$ cat src/sv/tcst_pkg.sv
// Package for the telephone call state table: table sizing, codes, entry and item types.
// Used by every RTL file of the block; it depends on nothing.
package tcst_pkg;

    localparam int MAX_LINES = 64;
    localparam int UNIT_W    = 6;
    localparam int DIAL_W    = 8;
    localparam int TBL_DEPTH = (MAX_LINES < (1 << UNIT_W)) ? MAX_LINES : (1 << UNIT_W);
    localparam int IDX_W     = $clog2(TBL_DEPTH);

    typedef logic [IDX_W-1:0] t_idx;

    typedef enum logic [2:0] {
        CMD_REGISTER   = 3'd0,
        CMD_UNREGISTER = 3'd1,
        CMD_PICKUP     = 3'd2,
        CMD_HANGUP     = 3'd3,
        CMD_DIAL       = 3'd4,
        CMD_CHAT       = 3'd5
    } t_cmd;

    typedef enum logic [2:0] {
        LS_ON_HOOK   = 3'd0,
        LS_RINGING   = 3'd1,
        LS_DIAL_TONE = 3'd2,
        LS_RING_BACK = 3'd3,
        LS_BUSY      = 3'd4,
        LS_CONNECTED = 3'd5,
        LS_ERROR     = 3'd6
    } t_line_state;

    typedef enum logic [1:0] {
        KIND_NOTICE  = 2'd0,
        KIND_FORWARD = 2'd1,
        KIND_STATUS  = 2'd2
    } t_kind;

    typedef enum logic [2:0] {
        S_IDLE,
        S_PEER,
        S_EXEC,
        S_WRITE_U,
        S_OUT_FIRST,
        S_OUT_LAST
    } t_state;

    typedef struct packed {
        logic        registered;
        t_line_state ls;
        logic        peer_valid;
        t_idx        peer_idx;
    } t_entry;

    typedef struct packed {
        logic   rd_en;
        t_idx   rd_addr;
        logic   wr_en;
        t_idx   wr_addr;
        t_entry wr_data;
    } t_tbl_req;

    typedef struct packed {
        logic [UNIT_W-1:0] target;
        t_kind             kind;
        t_line_state       ls;
        logic [UNIT_W-1:0] shown;
    } t_item;

    function automatic logic in_table(logic [DIAL_W-1:0] v);
        return (32'(v) < TBL_DEPTH);
    endfunction

    function automatic t_item notice_of(t_idx x, t_entry e);
        t_item it;
        it.target = UNIT_W'(x);
        it.kind   = KIND_NOTICE;
        it.ls     = e.ls;
        if (e.ls == LS_ON_HOOK) begin
            it.shown = UNIT_W'(x);
        end else if (e.ls == LS_CONNECTED && e.peer_valid) begin
            it.shown = UNIT_W'(e.peer_idx);
        end else begin
            it.shown = '0;
        end
        return it;
    endfunction

endpackage

$ cat src/sv/tcst_if.sv
// Handshake interfaces of the call state table: the command channel and the result channel.
// Depends on tcst_pkg for the field widths.
interface tcst_cmd_if;
    logic                          valid;
    logic                          ready;
    logic [2:0]                    cmd;
    logic [tcst_pkg::UNIT_W-1:0]   unit;
    logic [tcst_pkg::DIAL_W-1:0]   dialed;

    modport source (output valid, output cmd, output unit, output dialed, input ready);
    modport sink   (input valid, input cmd, input unit, input dialed, output ready);
endinterface

interface tcst_res_if;
    logic                          valid;
    logic                          ready;
    logic [tcst_pkg::UNIT_W-1:0]   target;
    logic [1:0]                    kind;
    logic [2:0]                    line_state_out;
    logic [tcst_pkg::UNIT_W-1:0]   shown_number;
    logic                          failed;
    logic                          last;

    modport source (output valid, output target, output kind, output line_state_out,
                    output shown_number, output failed, output last, input ready);
    modport sink   (input valid, input target, input kind, input line_state_out,
                    input shown_number, input failed, input last, output ready);
endinterface

$ cat src/sv/tcst_table.sv
// Extension table: flag vectors cleared at reset plus a memory with separate read and write ports.
// Depends on tcst_pkg; one read and one write per cycle, read data registered.
module tcst_table (
    input  logic                i_clk,
    input  logic                i_rst_n,
    input  tcst_pkg::t_tbl_req  i_req,
    output tcst_pkg::t_entry    o_rd
);

    logic [tcst_pkg::TBL_DEPTH-1:0] r_registered;
    logic [tcst_pkg::TBL_DEPTH-1:0] r_peer_valid;
    logic [tcst_pkg::TBL_DEPTH-1:0] r_ls_valid;
    logic [2+tcst_pkg::IDX_W:0]     r_mem [tcst_pkg::TBL_DEPTH];
    logic [2+tcst_pkg::IDX_W:0]     r_rd_word;
    logic                           r_rd_reg;
    logic                           r_rd_pv;
    logic                           r_rd_lsv;

    always_ff @(posedge i_clk) begin
        if (!i_rst_n) begin
            r_registered <= '0;
            r_peer_valid <= '0;
            r_ls_valid   <= '0;
        end else if (i_req.wr_en) begin
            r_registered[i_req.wr_addr] <= i_req.wr_data.registered;
            r_peer_valid[i_req.wr_addr] <= i_req.wr_data.peer_valid;
            r_ls_valid[i_req.wr_addr]   <= 1'b1;
        end
    end

    always_ff @(posedge i_clk) begin
        if (i_req.wr_en) begin
            r_mem[i_req.wr_addr] <= {i_req.wr_data.ls, i_req.wr_data.peer_idx};
        end
        if (i_req.rd_en) begin
            r_rd_word <= r_mem[i_req.rd_addr];
            r_rd_reg  <= r_registered[i_req.rd_addr];
            r_rd_pv   <= r_peer_valid[i_req.rd_addr];
            r_rd_lsv  <= r_ls_valid[i_req.rd_addr];
        end
    end

    always_comb begin
        o_rd.registered = r_rd_reg;
        o_rd.peer_valid = r_rd_pv;
        o_rd.peer_idx   = r_rd_word[tcst_pkg::IDX_W-1:0];
        o_rd.ls         = r_rd_lsv ? tcst_pkg::t_line_state'(r_rd_word[2+tcst_pkg::IDX_W:tcst_pkg::IDX_W])
                                   : tcst_pkg::LS_ON_HOOK;
    end

endmodule

$ cat src/sv/tcst_ctrl.sv
// Command sequencer: reads caller and peer entries, applies the call rules, writes both back
// and delivers the result transactions. Depends on tcst_pkg and the channel interfaces.
module tcst_ctrl (
    input  logic                i_clk,
    input  logic                i_rst_n,
    tcst_cmd_if.sink            i_cmd,
    tcst_res_if.source          o_res,
    output tcst_pkg::t_tbl_req  o_req,
    input  tcst_pkg::t_entry    i_rd
);

    tcst_pkg::t_state               r_state, n_state;
    logic [2:0]                     r_cmd;
    logic [tcst_pkg::UNIT_W-1:0]    r_unit;
    logic [tcst_pkg::DIAL_W-1:0]    r_dialed;
    tcst_pkg::t_idx                 r_paddr;
    tcst_pkg::t_entry               r_eu;
    tcst_pkg::t_entry               r_nu;
    logic                           r_wr_u;
    tcst_pkg::t_item                r_first;
    tcst_pkg::t_item                r_last;
    logic                           r_two;
    logic                           r_fail;

    tcst_pkg::t_idx                 c_uidx;
    tcst_pkg::t_entry               c_nu, c_np;
    logic                           c_wr_u, c_wr_p, c_two, c_fail;
    tcst_pkg::t_item                c_first, c_last, c_status;
    tcst_pkg::t_item                c_item;

    assign c_uidx = r_unit[tcst_pkg::IDX_W-1:0];

    always_comb begin
        c_nu     = r_eu;
        c_np     = i_rd;
        c_wr_u   = 1'b0;
        c_wr_p   = 1'b0;
        c_two    = 1'b0;
        c_fail   = 1'b0;
        c_status = '{target: r_unit, kind: tcst_pkg::KIND_STATUS,
                     ls: tcst_pkg::LS_ON_HOOK, shown: '0};
        c_first  = c_status;
        c_last   = c_status;
        if (!tcst_pkg::in_table(tcst_pkg::DIAL_W'(r_unit)) ||
            (r_cmd != tcst_pkg::CMD_REGISTER && !r_eu.registered)) begin
            c_fail = 1'b1;
        end else begin
            unique case (r_cmd)
                tcst_pkg::CMD_REGISTER: begin
                    if (r_eu.registered) begin
                        c_fail = 1'b1;
                    end else begin
                        c_nu.registered = 1'b1;
                        c_nu.ls         = tcst_pkg::LS_ON_HOOK;
                        c_nu.peer_valid = 1'b0;
                        c_wr_u          = 1'b1;
                        c_last          = tcst_pkg::notice_of(c_uidx, c_nu);
                    end
                end
                tcst_pkg::CMD_UNREGISTER: begin
                    if (r_eu.peer_valid) begin
                        if (i_rd.ls == tcst_pkg::LS_RING_BACK || i_rd.ls == tcst_pkg::LS_CONNECTED) begin
                            c_np.ls = tcst_pkg::LS_DIAL_TONE;
                        end else if (i_rd.ls == tcst_pkg::LS_RINGING) begin
                            c_np.ls = tcst_pkg::LS_ON_HOOK;
                        end
                        c_np.peer_valid = 1'b0;
                        c_wr_p          = 1'b1;
                        c_last          = tcst_pkg::notice_of(r_paddr, c_np);
                    end
                    c_nu.registered = 1'b0;
                    c_nu.ls         = tcst_pkg::LS_ON_HOOK;
                    c_nu.peer_valid = 1'b0;
                    c_wr_u          = 1'b1;
                end
                tcst_pkg::CMD_PICKUP: begin
                    if (r_eu.ls == tcst_pkg::LS_ON_HOOK) begin
                        c_nu.ls = tcst_pkg::LS_DIAL_TONE;
                    end else if (r_eu.ls == tcst_pkg::LS_RINGING && r_eu.peer_valid) begin
                        c_nu.ls = tcst_pkg::LS_CONNECTED;
                        c_np.ls = tcst_pkg::LS_CONNECTED;
                        c_wr_p  = 1'b1;
                        c_two   = 1'b1;
                        c_first = tcst_pkg::notice_of(r_paddr, c_np);
                    end
                    c_wr_u = 1'b1;
                    c_last = tcst_pkg::notice_of(c_uidx, c_nu);
                end
                tcst_pkg::CMD_HANGUP: begin
                    if ((r_eu.ls == tcst_pkg::LS_CONNECTED || r_eu.ls == tcst_pkg::LS_RING_BACK ||
                         r_eu.ls == tcst_pkg::LS_RINGING) && r_eu.peer_valid) begin
                        c_np.ls = (r_eu.ls == tcst_pkg::LS_RING_BACK) ? tcst_pkg::LS_ON_HOOK
                                                                       : tcst_pkg::LS_DIAL_TONE;
                        c_np.peer_valid = 1'b0;
                        c_wr_p          = 1'b1;
                        c_two           = 1'b1;
                        c_first         = tcst_pkg::notice_of(r_paddr, c_np);
                    end
                    c_nu.ls         = tcst_pkg::LS_ON_HOOK;
                    c_nu.peer_valid = 1'b0;
                    c_wr_u          = 1'b1;
                    c_last          = tcst_pkg::notice_of(c_uidx, c_nu);
                end
                tcst_pkg::CMD_DIAL: begin
                    if (r_eu.ls == tcst_pkg::LS_DIAL_TONE) begin
                        if (!tcst_pkg::in_table(r_dialed) || !i_rd.registered) begin
                            c_nu.ls = tcst_pkg::LS_ERROR;
                        end else if (i_rd.ls == tcst_pkg::LS_ON_HOOK) begin
                            c_nu.ls         = tcst_pkg::LS_RING_BACK;
                            c_nu.peer_valid = 1'b1;
                            c_nu.peer_idx   = r_paddr;
                            c_np.ls         = tcst_pkg::LS_RINGING;
                            c_np.peer_valid = 1'b1;
                            c_np.peer_idx   = c_uidx;
                            c_wr_p          = 1'b1;
                            c_two           = 1'b1;
                            c_first         = tcst_pkg::notice_of(r_paddr, c_np);
                        end else begin
                            c_nu.ls = tcst_pkg::LS_BUSY;
                        end
                    end
                    c_wr_u = 1'b1;
                    c_last = tcst_pkg::notice_of(c_uidx, c_nu);
                end
                tcst_pkg::CMD_CHAT: begin
                    if (r_eu.ls == tcst_pkg::LS_CONNECTED && r_eu.peer_valid) begin
                        c_two   = 1'b1;
                        c_first = '{target: tcst_pkg::UNIT_W'(r_eu.peer_idx),
                                    kind: tcst_pkg::KIND_FORWARD,
                                    ls: tcst_pkg::LS_ON_HOOK, shown: '0};
                    end else begin
                        c_fail = 1'b1;
                    end
                    c_last = tcst_pkg::notice_of(c_uidx, c_nu);
                end
                default: begin
                    c_fail = 1'b1;
                end
            endcase
        end
    end

    always_comb begin
        n_state = r_state;
        unique case (r_state)
            tcst_pkg::S_IDLE:      if (i_cmd.valid) n_state = tcst_pkg::S_PEER;
            tcst_pkg::S_PEER:      n_state = tcst_pkg::S_EXEC;
            tcst_pkg::S_EXEC:      n_state = tcst_pkg::S_WRITE_U;
            tcst_pkg::S_WRITE_U:   n_state = r_two ? tcst_pkg::S_OUT_FIRST : tcst_pkg::S_OUT_LAST;
            tcst_pkg::S_OUT_FIRST: if (o_res.ready) n_state = tcst_pkg::S_OUT_LAST;
            tcst_pkg::S_OUT_LAST:  if (o_res.ready) n_state = tcst_pkg::S_IDLE;
            default:               n_state = tcst_pkg::S_IDLE;
        endcase
    end

    always_comb begin
        i_cmd.ready   = 1'b0;
        o_res.valid   = 1'b0;
        o_res.last    = 1'b0;
        c_item        = r_last;
        o_req         = '0;
        o_req.wr_data = c_np;
        unique case (r_state)
            tcst_pkg::S_IDLE: begin
                i_cmd.ready   = 1'b1;
                o_req.rd_en   = i_cmd.valid;
                o_req.rd_addr = i_cmd.unit[tcst_pkg::IDX_W-1:0];
            end
            tcst_pkg::S_PEER: begin
                o_req.rd_en   = 1'b1;
                o_req.rd_addr = (r_cmd == tcst_pkg::CMD_DIAL) ? r_dialed[tcst_pkg::IDX_W-1:0]
                                                              : i_rd.peer_idx;
            end
            tcst_pkg::S_EXEC: begin
                o_req.wr_en   = c_wr_p;
                o_req.wr_addr = r_paddr;
            end
            tcst_pkg::S_WRITE_U: begin
                o_req.wr_en   = r_wr_u;
                o_req.wr_addr = c_uidx;
                o_req.wr_data = r_nu;
            end
            tcst_pkg::S_OUT_FIRST: begin
                o_res.valid = 1'b1;
                c_item      = r_first;
            end
            tcst_pkg::S_OUT_LAST: begin
                o_res.valid = 1'b1;
                o_res.last  = 1'b1;
            end
            default: begin
                i_cmd.ready = 1'b0;
            end
        endcase
        o_res.target         = c_item.target;
        o_res.kind           = c_item.kind;
        o_res.line_state_out = c_item.ls;
        o_res.shown_number   = c_item.shown;
        o_res.failed         = r_fail;
    end

    always_ff @(posedge i_clk) begin
        if (!i_rst_n) begin
            r_state <= tcst_pkg::S_IDLE;
        end else begin
            r_state <= n_state;
        end
    end

    always_ff @(posedge i_clk) begin
        if (r_state == tcst_pkg::S_IDLE && i_cmd.valid) begin
            r_cmd    <= i_cmd.cmd;
            r_unit   <= i_cmd.unit;
            r_dialed <= i_cmd.dialed;
        end
        if (r_state == tcst_pkg::S_PEER) begin
            r_eu    <= i_rd;
            r_paddr <= o_req.rd_addr;
        end
        if (r_state == tcst_pkg::S_EXEC) begin
            r_nu    <= c_nu;
            r_wr_u  <= c_wr_u;
            r_first <= c_first;
            r_last  <= c_last;
            r_two   <= c_two;
            r_fail  <= c_fail;
        end
    end

endmodule

$ cat src/sv/telephone_call_state_table.sv
// Call state table for a small exchange: one entry per extension with call-rule updates.
// Top level; instantiates tcst_ctrl and tcst_table, uses tcst_pkg and the channel interfaces.
//
// Commands arrive on i_cmd (cmd, unit, dialed) as valid/ready transactions. Each command
// yields one or two result transactions on o_res; every result of a command carries the
// same failed flag and the final one carries last. When two results are produced, the
// notice for the peer line (or the chat forward marker) comes first.
// The block handles one command at a time and holds i_cmd.ready low until the final
// result has been taken. The table is read for the caller when the command is accepted,
// then read for the peer in S_PEER, written for the peer in S_EXEC and written for the
// caller in S_WRITE_U; the results are then offered in S_OUT_FIRST (two results only)
// and S_OUT_LAST.
// A stalled receiver simply holds the current result; the block waits with no loss.
// Synchronous reset clears the registered, peer-link and state-valid flags of all entries
// at once, so the block accepts a command in the first cycle after reset.
module telephone_call_state_table (
    input  logic        i_clk,
    input  logic        i_rst_n,
    tcst_cmd_if.sink    i_cmd,
    tcst_res_if.source  o_res
);

    tcst_pkg::t_tbl_req w_req;
    tcst_pkg::t_entry   w_rd;

    tcst_ctrl u_ctrl (
        .i_clk   (i_clk),
        .i_rst_n (i_rst_n),
        .i_cmd   (i_cmd),
        .o_res   (o_res),
        .o_req   (w_req),
        .i_rd    (w_rd)
    );

    tcst_table u_table (
        .i_clk   (i_clk),
        .i_rst_n (i_rst_n),
        .i_req   (w_req),
        .o_rd    (w_rd)
    );

endmodule

$ cat src/flat_wrapper.sv
// flat-port wrapper written by rule: the top's interface ports become plain ports
module telephone_call_state_table_flat 
  (i_clk, i_rst_n, i_cmd_valid, i_cmd_cmd, i_cmd_unit, i_cmd_dialed, i_cmd_ready, o_res_valid, o_res_target, o_res_kind, o_res_line_state_out, o_res_shown_number, o_res_failed, o_res_last, o_res_ready);
  tcst_cmd_if i_cmd_i ();
  tcst_res_if o_res_i ();
  input  logic i_clk;
  input  logic i_rst_n;
  input wire logic [$bits(i_cmd_i.valid)-1:0] i_cmd_valid;
  input wire logic [$bits(i_cmd_i.cmd)-1:0] i_cmd_cmd;
  input wire logic [$bits(i_cmd_i.unit)-1:0] i_cmd_unit;
  input wire logic [$bits(i_cmd_i.dialed)-1:0] i_cmd_dialed;
  output wire logic [$bits(i_cmd_i.ready)-1:0] i_cmd_ready;
  output wire logic [$bits(o_res_i.valid)-1:0] o_res_valid;
  output wire logic [$bits(o_res_i.target)-1:0] o_res_target;
  output wire logic [$bits(o_res_i.kind)-1:0] o_res_kind;
  output wire logic [$bits(o_res_i.line_state_out)-1:0] o_res_line_state_out;
  output wire logic [$bits(o_res_i.shown_number)-1:0] o_res_shown_number;
  output wire logic [$bits(o_res_i.failed)-1:0] o_res_failed;
  output wire logic [$bits(o_res_i.last)-1:0] o_res_last;
  input wire logic [$bits(o_res_i.ready)-1:0] o_res_ready;
  assign i_cmd_i.valid = i_cmd_valid;
  assign i_cmd_i.cmd = i_cmd_cmd;
  assign i_cmd_i.unit = i_cmd_unit;
  assign i_cmd_i.dialed = i_cmd_dialed;
  assign i_cmd_ready = i_cmd_i.ready;
  assign o_res_valid = o_res_i.valid;
  assign o_res_target = o_res_i.target;
  assign o_res_kind = o_res_i.kind;
  assign o_res_line_state_out = o_res_i.line_state_out;
  assign o_res_shown_number = o_res_i.shown_number;
  assign o_res_failed = o_res_i.failed;
  assign o_res_last = o_res_i.last;
  assign o_res_i.ready = o_res_ready;
  telephone_call_state_table u_core (.i_clk(i_clk), .i_rst_n(i_rst_n), .i_cmd(i_cmd_i), .o_res(o_res_i));
endmodule
$ cat config.mk
export PLATFORM = sky130hd
export DESIGN_NAME = telephone_call_state_table_flat
export DESIGN_NICKNAME = d
export VERILOG_FILES = /design/src/sv/tcst_pkg.sv /design/src/sv/tcst_if.sv /design/src/sv/tcst_table.sv /design/src/sv/tcst_ctrl.sv /design/src/sv/telephone_call_state_table.sv /design/src/flat_wrapper.sv
export SDC_FILE = /design/constraint.sdc
export NUM_CORES = 1
export LEC_CHECK = 0
export ABC_CLOCK_PERIOD_IN_PS = 6650
export BUFFER_PORTS_ARGS = -buffer_cell sky130_fd_sc_hd__buf_2
export CAP_MARGIN = 20
export CELL_PAD_IN_SITES_DETAIL_PLACEMENT = 1
export CELL_PAD_IN_SITES_GLOBAL_PLACEMENT = 1
export CORE_UTILIZATION = 30
export CTS_CLUSTER_DIAMETER = 40
export CTS_CLUSTER_SIZE = 10
export DETAILED_ROUTE_END_ITERATION = 16
export PLACE_DENSITY_LB_ADDON = 0.2
export RECOVER_POWER = 25
export SYNTH_ARGS = -nofsm -noshare
export SYNTH_HDL_FRONTEND = slang
export SYNTH_SLANG_ARGS = --single-unit
$ cat constraint.sdc
create_clock -name i_clk -period 6.65 [get_ports i_clk]
set_input_delay 0.665 -clock i_clk [delete_from_list [all_inputs] [get_ports i_clk]]
set_output_delay 0.665 -clock i_clk [all_outputs]
set_load 0.03 [all_outputs]
==> results of run 1 <==
==> stage by stage <==
step	util (%)	power (mW)	instances	hold slack, ps	area [sq um]
3_5_place_dp	32.34	9.860	4517	448.7	37790
2_1_floorplan	-	8.411	3047	430.1	35560
6_report	36.74	17.76	4788	122.8	42920
5_1_grt	36.74	18.34	4787	89.67	42920
3_3_place_gp	32.25	9.772	4506	438.4	37680
4_1_cts	36.83	17.93	4783	76.00	43030
==> worst paths after layout <==
path / end / slack, ps / cells past startpoint / start
min: u_core.u_ctrl.r_dialed[4] / 120 / 1 / i_cmd_dialed[4]
min reg2reg: u_core.u_table.r_registered[40] / 460 / 2 / u_core.u_table.r_registered[40]
max reg2reg: u_core.u_table.r_rd_word[3] / 1310 / 9 / u_core.u_ctrl.r_cmd[2]
max: u_core.u_table.r_rd_word[3] / 1310 / 9 / u_core.u_ctrl.r_cmd[2]
==> routing by layer <==
layer / vias to the layer above / global-route usage [%] / routed length (um)
met5: - / 0 / 0
met4: 0 / 5.660 / 2589
met3: 175 / 2.863 / 5334
met2: 613 / 34.03 / 59530
met1: 12920 / 25.70 / 52450
li1: 11340 / - / -
==> power by group through the flow <==
stage          Sequential (mW)  Clock (mW)  Combinational (mW)
2_1_floorplan             6.63           0                1.78
3_3_place_gp              6.67           0                3.10
3_5_place_dp              6.68           0                3.18
4_1_cts                   6.57        8.17                3.19
5_1_grt                   6.58        8.38                3.37
6_report                  6.58        8.03                3.15
==> area by class of cell <==
| class | count | area [sq um] |
|---|---|---|
| antenna | 1 | 2.502 |
| clock buffer | 173 | 3876 |
| clock inverter | 93 | 1363 |
| fill | 12410 | 73910 |
| inverter | 13 | 61.31 |
| multi-input combinational | 1964 | 10670 |
| sequential | 864 | 23990 |
| tap | 1524 | 1907 |
| timing repair buffer | 156 | 1047 |
==> placed cells by master, fill, tap and decap left out, types with 12 or more instances in the layout <==
master                       count
sky130_fd_sc_hd__a21oi_1       199
sky130_fd_sc_hd__a22oi_1        93
sky130_fd_sc_hd__a31oi_1        21
sky130_fd_sc_hd__a32oi_1        17
sky130_fd_sc_hd__and4_1         12
sky130_fd_sc_hd__buf_2          13
sky130_fd_sc_hd__buf_4          87
sky130_fd_sc_hd__bufinv_16      29
sky130_fd_sc_hd__clkbuf_1       64
sky130_fd_sc_hd__clkbuf_16     147
sky130_fd_sc_hd__clkinv_1       12
sky130_fd_sc_hd__clkinvlp_4     13
sky130_fd_sc_hd__dfxtp_1       195
sky130_fd_sc_hd__edfxtp_1      669
sky130_fd_sc_hd__inv_6          15
sky130_fd_sc_hd__mux2_2         28
sky130_fd_sc_hd__mux2i_1       143
sky130_fd_sc_hd__nand2_1       742
sky130_fd_sc_hd__nand3_1       247
sky130_fd_sc_hd__nand4_1        52
sky130_fd_sc_hd__nor2_1        130
sky130_fd_sc_hd__nor3_1         41
sky130_fd_sc_hd__o21a_1         69
sky130_fd_sc_hd__o21ai_0        45
sky130_fd_sc_hd__o22ai_1        19
==> synth_stat cells (all sizes together), types with 14 or more instances <==
| cell | count | share of area [%] |
|---|---|---|
| a21oi | 200 | 2.8 |
| a22oi | 94 | 2.0 |
| a31oi | 22 | 0.39 |
| a32oi | 17 | 0.42 |
| and2 | 14 | 0.25 |
| buf | 116 | 1.8 |
| clkbuf | 90 | 0.95 |
| dfxtp | 195 | 11 |
| edfxtp | 669 | 57 |
| mux2 | 29 | 0.93 |
| mux2i | 143 | 4.0 |
| nand2 | 743 | 7.8 |
| nand3 | 247 | 3.5 |
| nand4 | 52 | 0.91 |
| nor2 | 133 | 1.4 |
| nor3 | 41 | 0.59 |
| o21a | 71 | 1.5 |
| o21ai | 54 | 0.79 |
| o22ai | 19 | 0.33 |
==> kinds of logic (layout without fill, tap and decap cells) <==
family | Yosys count | count (layout) | synth area share [%]
AOI/OAI and AO/OA | 510 | 510 | 9.040
adders and majority gates | 1 | 1 | 0.02815
xor gates and xnor gates | 1 | 1 | 0.02464
DFF | 864 | 864 | 67.48
other | 0 | 1 | 0
buffers and inverters | 219 | 435 | 2.914
muxes | 172 | 172 | 4.955
and+or+nand+nor | 1280 | 1280 | 15.56
==> worst reg2reg max path: stages (launching register included) <==
cell,delay [ps]
sky130_fd_sc_hd__edfxtp_1,770
sky130_fd_sc_hd__nor3b_1,1180
sky130_fd_sc_hd__o221a_4,650
sky130_fd_sc_hd__clkinv_8,640
sky130_fd_sc_hd__buf_4,670
sky130_fd_sc_hd__a21oi_1,290
sky130_fd_sc_hd__a22oi_1,110
sky130_fd_sc_hd__nand2_1,70
sky130_fd_sc_hd__nand4_1,360
sky130_fd_sc_hd__and4_1,340
==> run_results.csv, run 1 <==
group,metric,value,unit
synth,synth.cell_area,35560,sq um
routing,average_wire_per_standard_cell,25.04,um
clocking,cts-htree-levels,4,
power_and_ir_drop,sequentialPowerShare,37.1,%
synth,synth_enable_flop_cells,669,
synth,synthesis.instances,3047,
power_and_ir_drop,total_leakage_power,14.36,nW
setup_path,worst_path_dominant_cell_family,"simple AND/OR/NAND/NOR gates",
sta,final-hold-violation-count,0,
setup_path,critical_path_required,7120,ps
routing,routed_wirelength,119900,um
place,globalplace.congestion,0.8606,
sta,fmax,187.3,MHz
setup_path,critical_path.slowest_cell,"sky130_fd_sc_hd__nor3b_1",
routing,routed_via_count,25040,
finish,post_route_cells_drive_above_1_share,12.23,%
setup_path,end_kind,"register",
power_and_ir_drop,internal_power,12.42,mW
sta,setup_violations,0,
power_and_ir_drop,p_per_cell_area,413.7,nW/um^2
routing,antenna_violating_nets_post_route,0,
setup_path,setup.worst_path.class,"reg2reg",
power_and_ir_drop,power_switching_share,30.04,%
job,maxCapViolCount,3,
clocking,tritoncts.num_buffers,143,
finish,largest_register,"u_core.u_table.r_mem",
setup_path,timing.critical_path.arrival,5810,ps
setup_path,critPathBufInv,2,
sta,finalCriticalPeriod,5339,ps
synth,synth-async-reset-ratio,0,%
global_routing,overflow,0,
floorplan,die-width,346.3,um
place,pre_cts_slack,1938,ps
sta,finalSetupTns,0,ps
clocking,clock_insertion_delay_worst_skew,730,ps
place,detailed_place_hpwl,73620,um
finish,syn_to_final_growth,20.72,%
floorplan,initial_core_util,30.43,%
sta,clock-skew-final,24.00,ps
clocking,cts_hold_buf,0,
synth,synth_sequential_area_ratio,67.48,%
synth,ys_dominant_reg_cell,"sky130_fd_sc_hd__edfxtp_1",
setup_path,worst_setup_sp_type,"register",
clocking,clock_tree.root_cell,"sky130_fd_sc_hd__clkbuf_16",
clocking,worst_setup_hold_path_clk_slew,50,ps
global_routing,grt_antenna_before_repair,2,
synth,post_synth_num_cell_types,63,
place,place.port_buffers,41,
global_routing,grt_max_degree,188,
clocking,cts_post_setup_buffers_inserted,0,
clocking,clock_sink_count,864,
setup_path,crit_fanout,170,
setup_path,ordered_list_of_cells_on_the_worst_path,"nor3b_1, o221a_4, clkinv_8, buf_4, a21oi_1, a22oi_1, nand2_1, nand4_1, and4_1",
floorplan,floorplan.die_area,119900,sq um
synth,syn_nets,3068,
setup_path,critPathMaxStageDelay,1170,ps
global_routing,global_route_wire_length_before_repair,176400,um
sta,drv_slew,93,
synth,synth_area_per_cell,11.67,sq um
global_routing,grt_use_total,19.77,%
sta,post-route-worst-setup-slack,1311,ps
global_routing,via_count_of_the_first_global_routing_pass,25990,
clocking,cts-root-to-sink-buffers,3,
synth,ys_ff_latch,864,
synth,yosysWarnings,0,
power_and_ir_drop,comb_power_share,17.7,%
routing,post-route-drc-count,0,
run_status,status,"finished, violations left",
power_and_ir_drop,switching_power,5.335,mW
power_and_ir_drop,worst_ir_drop_vdd,0.0002532,V
floorplan,ios,42,
floorplan,core,116800,sq um
sta,worstMarginPinSlew,2274,ps
clocking,tritoncts,"built",
finish,layout_nets,3163,
routing,detailedRoute.firstPassIterationCount,5,
power_and_ir_drop,power.clock.fraction,45.2,%
min_path,hold_path_class,"in2reg",
floorplan,fp-row-count,125,
floorplan,die_y,346.3,um
finish,largest_register_ffs,576,
sta,timing.max_slew.rel_slack,-53.19,%
routing,vias_per_cell,5.230,
sta,fin_crit_sh,80.28,%
routing,drt_iter0_markers,1761,
clocking,ctsResizeCount,0,
run_status,violations_in_the_final_reports,"max-capacitance violations, max-slew violations",
sta,rsz_0062_raised_after_global_routing,"false",
Power figures use the tool's default switching activity.
==> inputs of run 2 (changes only) <==
--- a/config.mk
+++ b/config.mk
@@ -5,7 +5,7 @@
 export SDC_FILE = /design/constraint.sdc
 export NUM_CORES = 1
 export LEC_CHECK = 0
-export ABC_CLOCK_PERIOD_IN_PS = 6650
+export ABC_CLOCK_PERIOD_IN_PS = 5300
 export BUFFER_PORTS_ARGS = -buffer_cell sky130_fd_sc_hd__buf_2
 export CAP_MARGIN = 20
 export CELL_PAD_IN_SITES_DETAIL_PLACEMENT = 1
==> constraint.sdc (replaced) <==
create_clock -name i_clk -period 5.3 [get_ports i_clk]
set_input_delay 0.53 -clock i_clk [delete_from_list [all_inputs] [get_ports i_clk]]
set_output_delay 0.53 -clock i_clk [all_outputs]
set_load 0.03 [all_outputs]
==> run_results.csv, run 2 (synthesized netlist as in run 1, its figures left out) <==
group,metric,value,unit
run_status,status,"finished, violations left",
run_status,violations_in_the_final_reports,"max-capacitance violations, max-slew violations",
job,maxCapViolCount,4,
routing,average_wire_per_standard_cell,25.68,um
routing,detailedRoute.firstPassIterationCount,5,
routing,post-route-drc-count,0,
setup_path,end_kind,"register",
sta,timing.max_slew.rel_slack,-50.07,%
place,place.port_buffers,41,
sta,final-hold-violation-count,0,
sta,worstMarginPinSlew,2228,ps
clocking,cts_post_setup_buffers_inserted,0,
finish,largest_register,"u_core.u_table.r_mem",
global_routing,grt_max_degree,121,
clocking,tritoncts,"built",
setup_path,critical_path_required,5700,ps
setup_path,timing.critical_path.arrival,5130,ps
setup_path,worst_setup_sp_type,"register",
finish,largest_register_ffs,576,
sta,setup_violations,0,
finish,fin_cells,4810,
clocking,worst_setup_hold_path_clk_slew,50,ps
floorplan,fp-row-count,125,
sta,clock-skew-final,32.26,ps
routing,routed_via_count,25340,
finish,post_route_cells_drive_above_1_share,12.15,%
global_routing,via_count_of_the_first_global_routing_pass,26230,
floorplan,die-width,346.3,um
power_and_ir_drop,total_leakage_power,14.26,nW
global_routing,grt_use_total,20.36,%
routing,drt_iter0_markers,1897,
clocking,tritoncts.num_buffers,138,
finish,final_design_area_no_fill,42610,sq um
clocking,cts-root-to-sink-buffers,3,
clocking,clock_insertion_delay_worst_skew,740,ps
routing,vias_per_cell,5.269,
sta,drv_slew,180,
setup_path,crit_fanout,52,
power_and_ir_drop,worst_ir_drop_vdd,0.0003333,V
clocking,clock_sink_count,864,
floorplan,floorplan.die_area,119900,sq um
place,globalplace.congestion,0.8575,
global_routing,overflow,0,
finish,layout_nets,3195,
clocking,clock_tree.root_cell,"sky130_fd_sc_hd__clkbuf_16",
global_routing,grt_antenna_before_repair,5,
sta,rsz_0062_raised_after_global_routing,"false",
finish,syn_to_final_growth,19.85,%
power_and_ir_drop,p_per_cell_area,499.0,nW/um^2
setup_path,setup.worst_path.class,"reg2reg",
floorplan,die_y,346.3,um
sta,finalCriticalPeriod,4731,ps
floorplan,core,116800,sq um
routing,routed_wirelength,123500,um
finish,layout.cells.most_common_list,"sky130_fd_sc_hd__nand2_1, sky130_fd_sc_hd__edfxtp_1, sky130_fd_sc_hd__nand3_1",
sta,fmax,211.4,MHz
sta,finalSetupTns,0,ps
place,dp.cells,4542,
sta,fin_crit_sh,89.26,%
finish,layout_commonest_cell,"sky130_fd_sc_hd__nand2_1",
routing,antenna_violating_nets_post_route,0,
place,area_post_placement,38000,sq um
global_routing,global_route_wire_length_before_repair,181000,um
floorplan,ios,42,
floorplan,initial_core_util,30.43,%
min_path,hold_path_class,"in2reg",
clocking,cts-htree-levels,4,
place,detailed_place_hpwl,76360,um
==> run 2: changes by cell type in the layout (fill, tap and decap cells not counted), moves of 4 or more <==
cell | before | now
sky130_fd_sc_hd__buf_4 | 87 | 104
sky130_fd_sc_hd__dlygate4sd3_1 | 0 | 15
sky130_fd_sc_hd__bufinv_16 | 29 | 15
sky130_fd_sc_hd__clkinv_2 | 10 | 24
sky130_fd_sc_hd__clkbuf_16 | 147 | 139
sky130_fd_sc_hd__clkbuf_1 | 64 | 70
sky130_fd_sc_hd__buf_12 | 3 | 8
sky130_fd_sc_hd__mux2_1 | 0 | 5
sky130_fd_sc_hd__mux2_2 | 28 | 23
sky130_fd_sc_hd__clkinv_1 | 12 | 8
sky130_fd_sc_hd__inv_6 | 15 | 11
==> run 2: timing repair <==
item / in CTS / in global routing
endpoints found under the hold margin: 15 / 0
resized for setup: 0 / 0
hold buffers: 15 / 0
==> run 2: worst paths after layout <==
path | start | depth (start not counted) | slack, ps | end
setup / recovery | u_core.u_ctrl.r_cmd[2] | 7 | 570 | u_core.u_table.r_mem[34][7]
hold / removal | i_cmd_unit[1] | 1 | 190 | u_core.u_ctrl.c_uidx[1]
setup reg to reg | u_core.u_ctrl.r_cmd[2] | 7 | 570 | u_core.u_table.r_mem[34][7]
hold reg to reg | u_core.u_table.r_peer_valid[29] | 2 | 460 | u_core.u_table.r_peer_valid[29]
==> run 2: cell type report <==
class / count / area, sq um
Antenna cell: 1 / 2.502
Clock buffer: 170 / 3695
Timing Repair Buffer: 193 / 1369
Clock inverter: 81 / 897.1
Tap cell: 1524 / 1907
Multi-Input combinational cell: 1964 / 10690
Sequential cell: 864 / 23990
Fill cell: 12490 / 74220
Inverter: 13 / 61.31
==> run 2: power breakdown <==
group	internal, mW	total [mW]	switching (mW)	leakage, nW
logic	0.890	4.05	3.16	4.39
registers	8.07	8.28	0.205	7.64
clock network	5.70	8.93	3.24	2.23
==> run 2: worst max-delay path, stage by stage (launching register included) <==
cell and delay (ps):
sky130_fd_sc_hd__edfxtp_1 670, sky130_fd_sc_hd__nor2_1 280, sky130_fd_sc_hd__nand3_1 240, sky130_fd_sc_hd__a21oi_1 280
sky130_fd_sc_hd__a31o_2 140, sky130_fd_sc_hd__a21oi_1 60, sky130_fd_sc_hd__o21ai_0 1680, sky130_fd_sc_hd__clkbuf_4 1000
==> run 2: per-layer routing <==
layer	vias up	GRT usage, %	routed length, um
met2	620	34.05	59820
met1	13160	27.08	54880
met5	-	0	0
met4	0	6.639	3112
met3	192	2.825	5715
li1	11370	-	-
==> run 2: stage by stage <==
step	setup WS, ps	hold WS (ps)	util (%)	power [mW]
floorplan	282.8	430.1	-	10.55
global placement	888.0	441.2	32.53	12.41
detailed placement	798.2	450.1	32.53	12.48
CTS	757.3	26.86	36.59	21.49
global route	346.3	164.2	36.47	21.97
finish	569.3	190.9	36.47	21.26
==> inputs of run 3 (changes only) <==
--- a/config.mk
+++ b/config.mk
@@ -10,12 +10,14 @@
 export CAP_MARGIN = 20
 export CELL_PAD_IN_SITES_DETAIL_PLACEMENT = 1
 export CELL_PAD_IN_SITES_GLOBAL_PLACEMENT = 1
-export CORE_UTILIZATION = 30
+export CORE_UTILIZATION = 50
 export CTS_CLUSTER_DIAMETER = 40
 export CTS_CLUSTER_SIZE = 10
 export DETAILED_ROUTE_END_ITERATION = 16
 export PLACE_DENSITY_LB_ADDON = 0.2
 export RECOVER_POWER = 25
+export REMOVE_ABC_BUFFERS = 1
+export SLEW_MARGIN = 20
 export SYNTH_ARGS = -nofsm -noshare
 export SYNTH_HDL_FRONTEND = slang
 export SYNTH_SLANG_ARGS = --single-unit
==> run_results.csv, run 3 (synthesized netlist as in run 1, its figures left out) <==
group,metric,value,unit
setup_path,worst_path_dominant_cell_family,"simple AND/OR/NAND/NOR gates",
setup_path,critical_path.slowest_cell,"sky130_fd_sc_hd__and2_2",
finish,layout.cells.most_common_list,"sky130_fd_sc_hd__nand2_1, sky130_fd_sc_hd__edfxtp_1, sky130_fd_sc_hd__nand3_1",
floorplan,die_y,268.7,um
finish,layout.area.seq,23990,sq um
sta,worstMarginPinSlew,2775,ps
finish,syn_to_final_growth,16.41,%
power_and_ir_drop,total_leakage_power,14.02,nW
global_routing,grt_max_degree,130,
finish,postLayoutCoreUtil,59.00,%
place,detailed_place_hpwl,69150,um
power_and_ir_drop,p_per_cell_area,494.8,nW/um^2
global_routing,globalRouteMet2Util,53.71,%
setup_path,ordered_list_of_cells_on_the_worst_path,"nor3b_1, clkbuf_1, mux2i_1, o21a_1, buf_4, inv_2, buf_4, and2_2, nand3_1, nand3_1, and4_1",
floorplan,die-width,268.7,um
setup_path,cp_num_cells,11,
floorplan,fp-row-count,97,
place,dp.cells,3948,
routing,drt_iter0_markers,2674,
finish,fin_cells,4195,
sta,fmax,213.7,MHz
global_routing,grt_use_total,32.65,%
clocking,clock_insertion_delay_worst_skew,730,ps
global_routing,grt_antenna_before_repair,5,
clocking,cts-root-to-sink-buffers,3,
setup_path,crit_fanout,35,
routing,vias_per_cell,6.260,
sta,setup_violations,0,
routing,post-route-drc-count,0,
run_status,violations_in_the_final_reports,"max-capacitance violations, max-slew violations",
place,place.port_buffers,41,
finish,n_antenna_cell,0,
routing,detailedRoute.firstPassIterationCount,10,
global_routing,grt_busiest_layer,"met2",
sta,rsz_0062_raised_after_global_routing,"false",
min_path,hold_path_class,"in2reg",
clocking,tritoncts.num_buffers,130,
finish,layout_nets,3172,
global_routing,global_route_wire_length_before_repair,172900,um
floorplan,core,70150,sq um
clocking,tritoncts,"built",
sta,fin_crit_sh,88.28,%
routing,routed_wirelength,116500,um
power_and_ir_drop,worst_ir_drop_vdd,0.0003303,V
sta,finalCriticalPeriod,4679,ps
place,globalplace.congestion,0.9481,
finish,largest_register,"u_core.u_table.r_mem",
setup_path,critical_path_required,5840,ps
setup_path,reg2reg_depth,11,
floorplan,initial_core_util,50.68,%
global_routing,via_count_of_the_first_global_routing_pass,27260,
clocking,cts-htree-levels,4,
sta,drv_slew,160,
global_routing,grt.met3_usage,6.347,%
place,area_post_placement,37240,sq um
setup_path,regToRegEndpoint,"u_core.u_table.r_rd_word[6]",
min_path,hp-start,"i_cmd_unit[0]",
min_path,min_to,"u_core.u_ctrl.c_uidx[0]",
finish,final_design_area_no_fill,41390,sq um
clocking,worst_setup_hold_path_clk_slew,50,ps
global_routing,overflow,0,
sta,clock-skew-final,25.46,ps
sta,timing.max_slew.rel_slack,-85.86,%
finish,layout_commonest_cell,"sky130_fd_sc_hd__nand2_1",
setup_path,end_kind,"register",
finish,largest_register_ffs,576,
finish,post_route_cells_drive_above_1_share,11.18,%
global_routing,met1_usage,40.73,%
routing,average_wire_per_standard_cell,27.77,um
floorplan,ios,42,
routing,routed_via_count,26260,
setup_path,reg2reg_from,"u_core.u_ctrl.r_cmd[2]",
clocking,cts_post_setup_buffers_inserted,0,
setup_path,critPathBufInv,4,
setup_path,worst_setup_sp_type,"register",
clocking,ctsResizeCount,0,
setup_path,setup_slack_reg_to_reg,620,ps
run_status,status,"finished, violations left",
finish,multi_input_comb_area,10670,sq um
clocking,clock_sink_count,864,
job,maxCapViolCount,4,
power_and_ir_drop,design_power_total,20.48,mW
finish,fillCellCount,7071,
sta,final-hold-violation-count,0,
routing,antenna_violating_nets_post_route,0,
setup_path,timing.critical_path.arrival,5220,ps
clocking,clock_tree.root_cell,"sky130_fd_sc_hd__clkbuf_16",
min_path,holdPathStages,1,
setup_path,setup.worst_path.class,"reg2reg",
floorplan,floorplan.die_area,72180,sq um
setup_path,critPathMaxStageDelay,910,ps
run 3: layout make-up:
class,count,share of cell area (%)
multi-input cells,1964,25.79
repair buffers,178,3.065
clock buffers,167,8.570
inverters,13,0.1481
clock inverters,69,1.617
flip-flops and latches,864,57.97
well taps,940,2.842
run 3: metal layers:
metal	vias up	part of all wire, %
met4	6	5.1
met2	1226	48
li1	11300	-
met5	-	0.064
met3	314	7.4
met1	13410	39
run 3: what timing repair did:
| item | in CTS | in global routing |
|---|---|---|
| endpoints found under the setup margin | 0 | 0 |
| hold endpoints to repair | 11 | 0 |
| hold buffers | 11 | 0 |
run 3: how the worst max path moves through the flow:
stage,from,endpoint,slack (ps)
detailed placement,u_core.u_ctrl.r_cmd[2],u_core.u_table.r_rd_word[6],990
floorplan,u_core.u_ctrl.r_cmd[2],u_core.u_table.r_rd_reg,-7370
global route,u_core.u_ctrl.r_cmd[2],u_core.u_table.r_rd_reg,500
CTS,u_core.u_ctrl.r_cmd[2],u_core.u_table.r_rd_reg,930
finish,u_core.u_ctrl.r_cmd[2],u_core.u_table.r_rd_word[6],620
global placement,u_core.u_ctrl.r_cmd[2],u_core.u_table.r_rd_word[6],1010
run 3: report_power, final:
group          switching [mW]  total, mW  internal, mW
clock network            3.13       8.31          5.18
logic                    3.03       3.93         0.900
registers               0.181       8.24          8.06
total                    6.34       20.5          14.1
run 3: per-stage QoR:
step / setup slack (ps) / setup TNS [ps] / hold slack, ps
2_1_floorplan: -7367 / -1141030 / 430.1
4_1_cts: 925.2 / 0 / 22.88
3_5_place_dp: 989.1 / 0 / 448.6
5_1_grt: 497.0 / 0 / 123.6
3_3_place_gp: 1013 / 0 / 437.9
6_report: 621.1 / 0 / 131.3
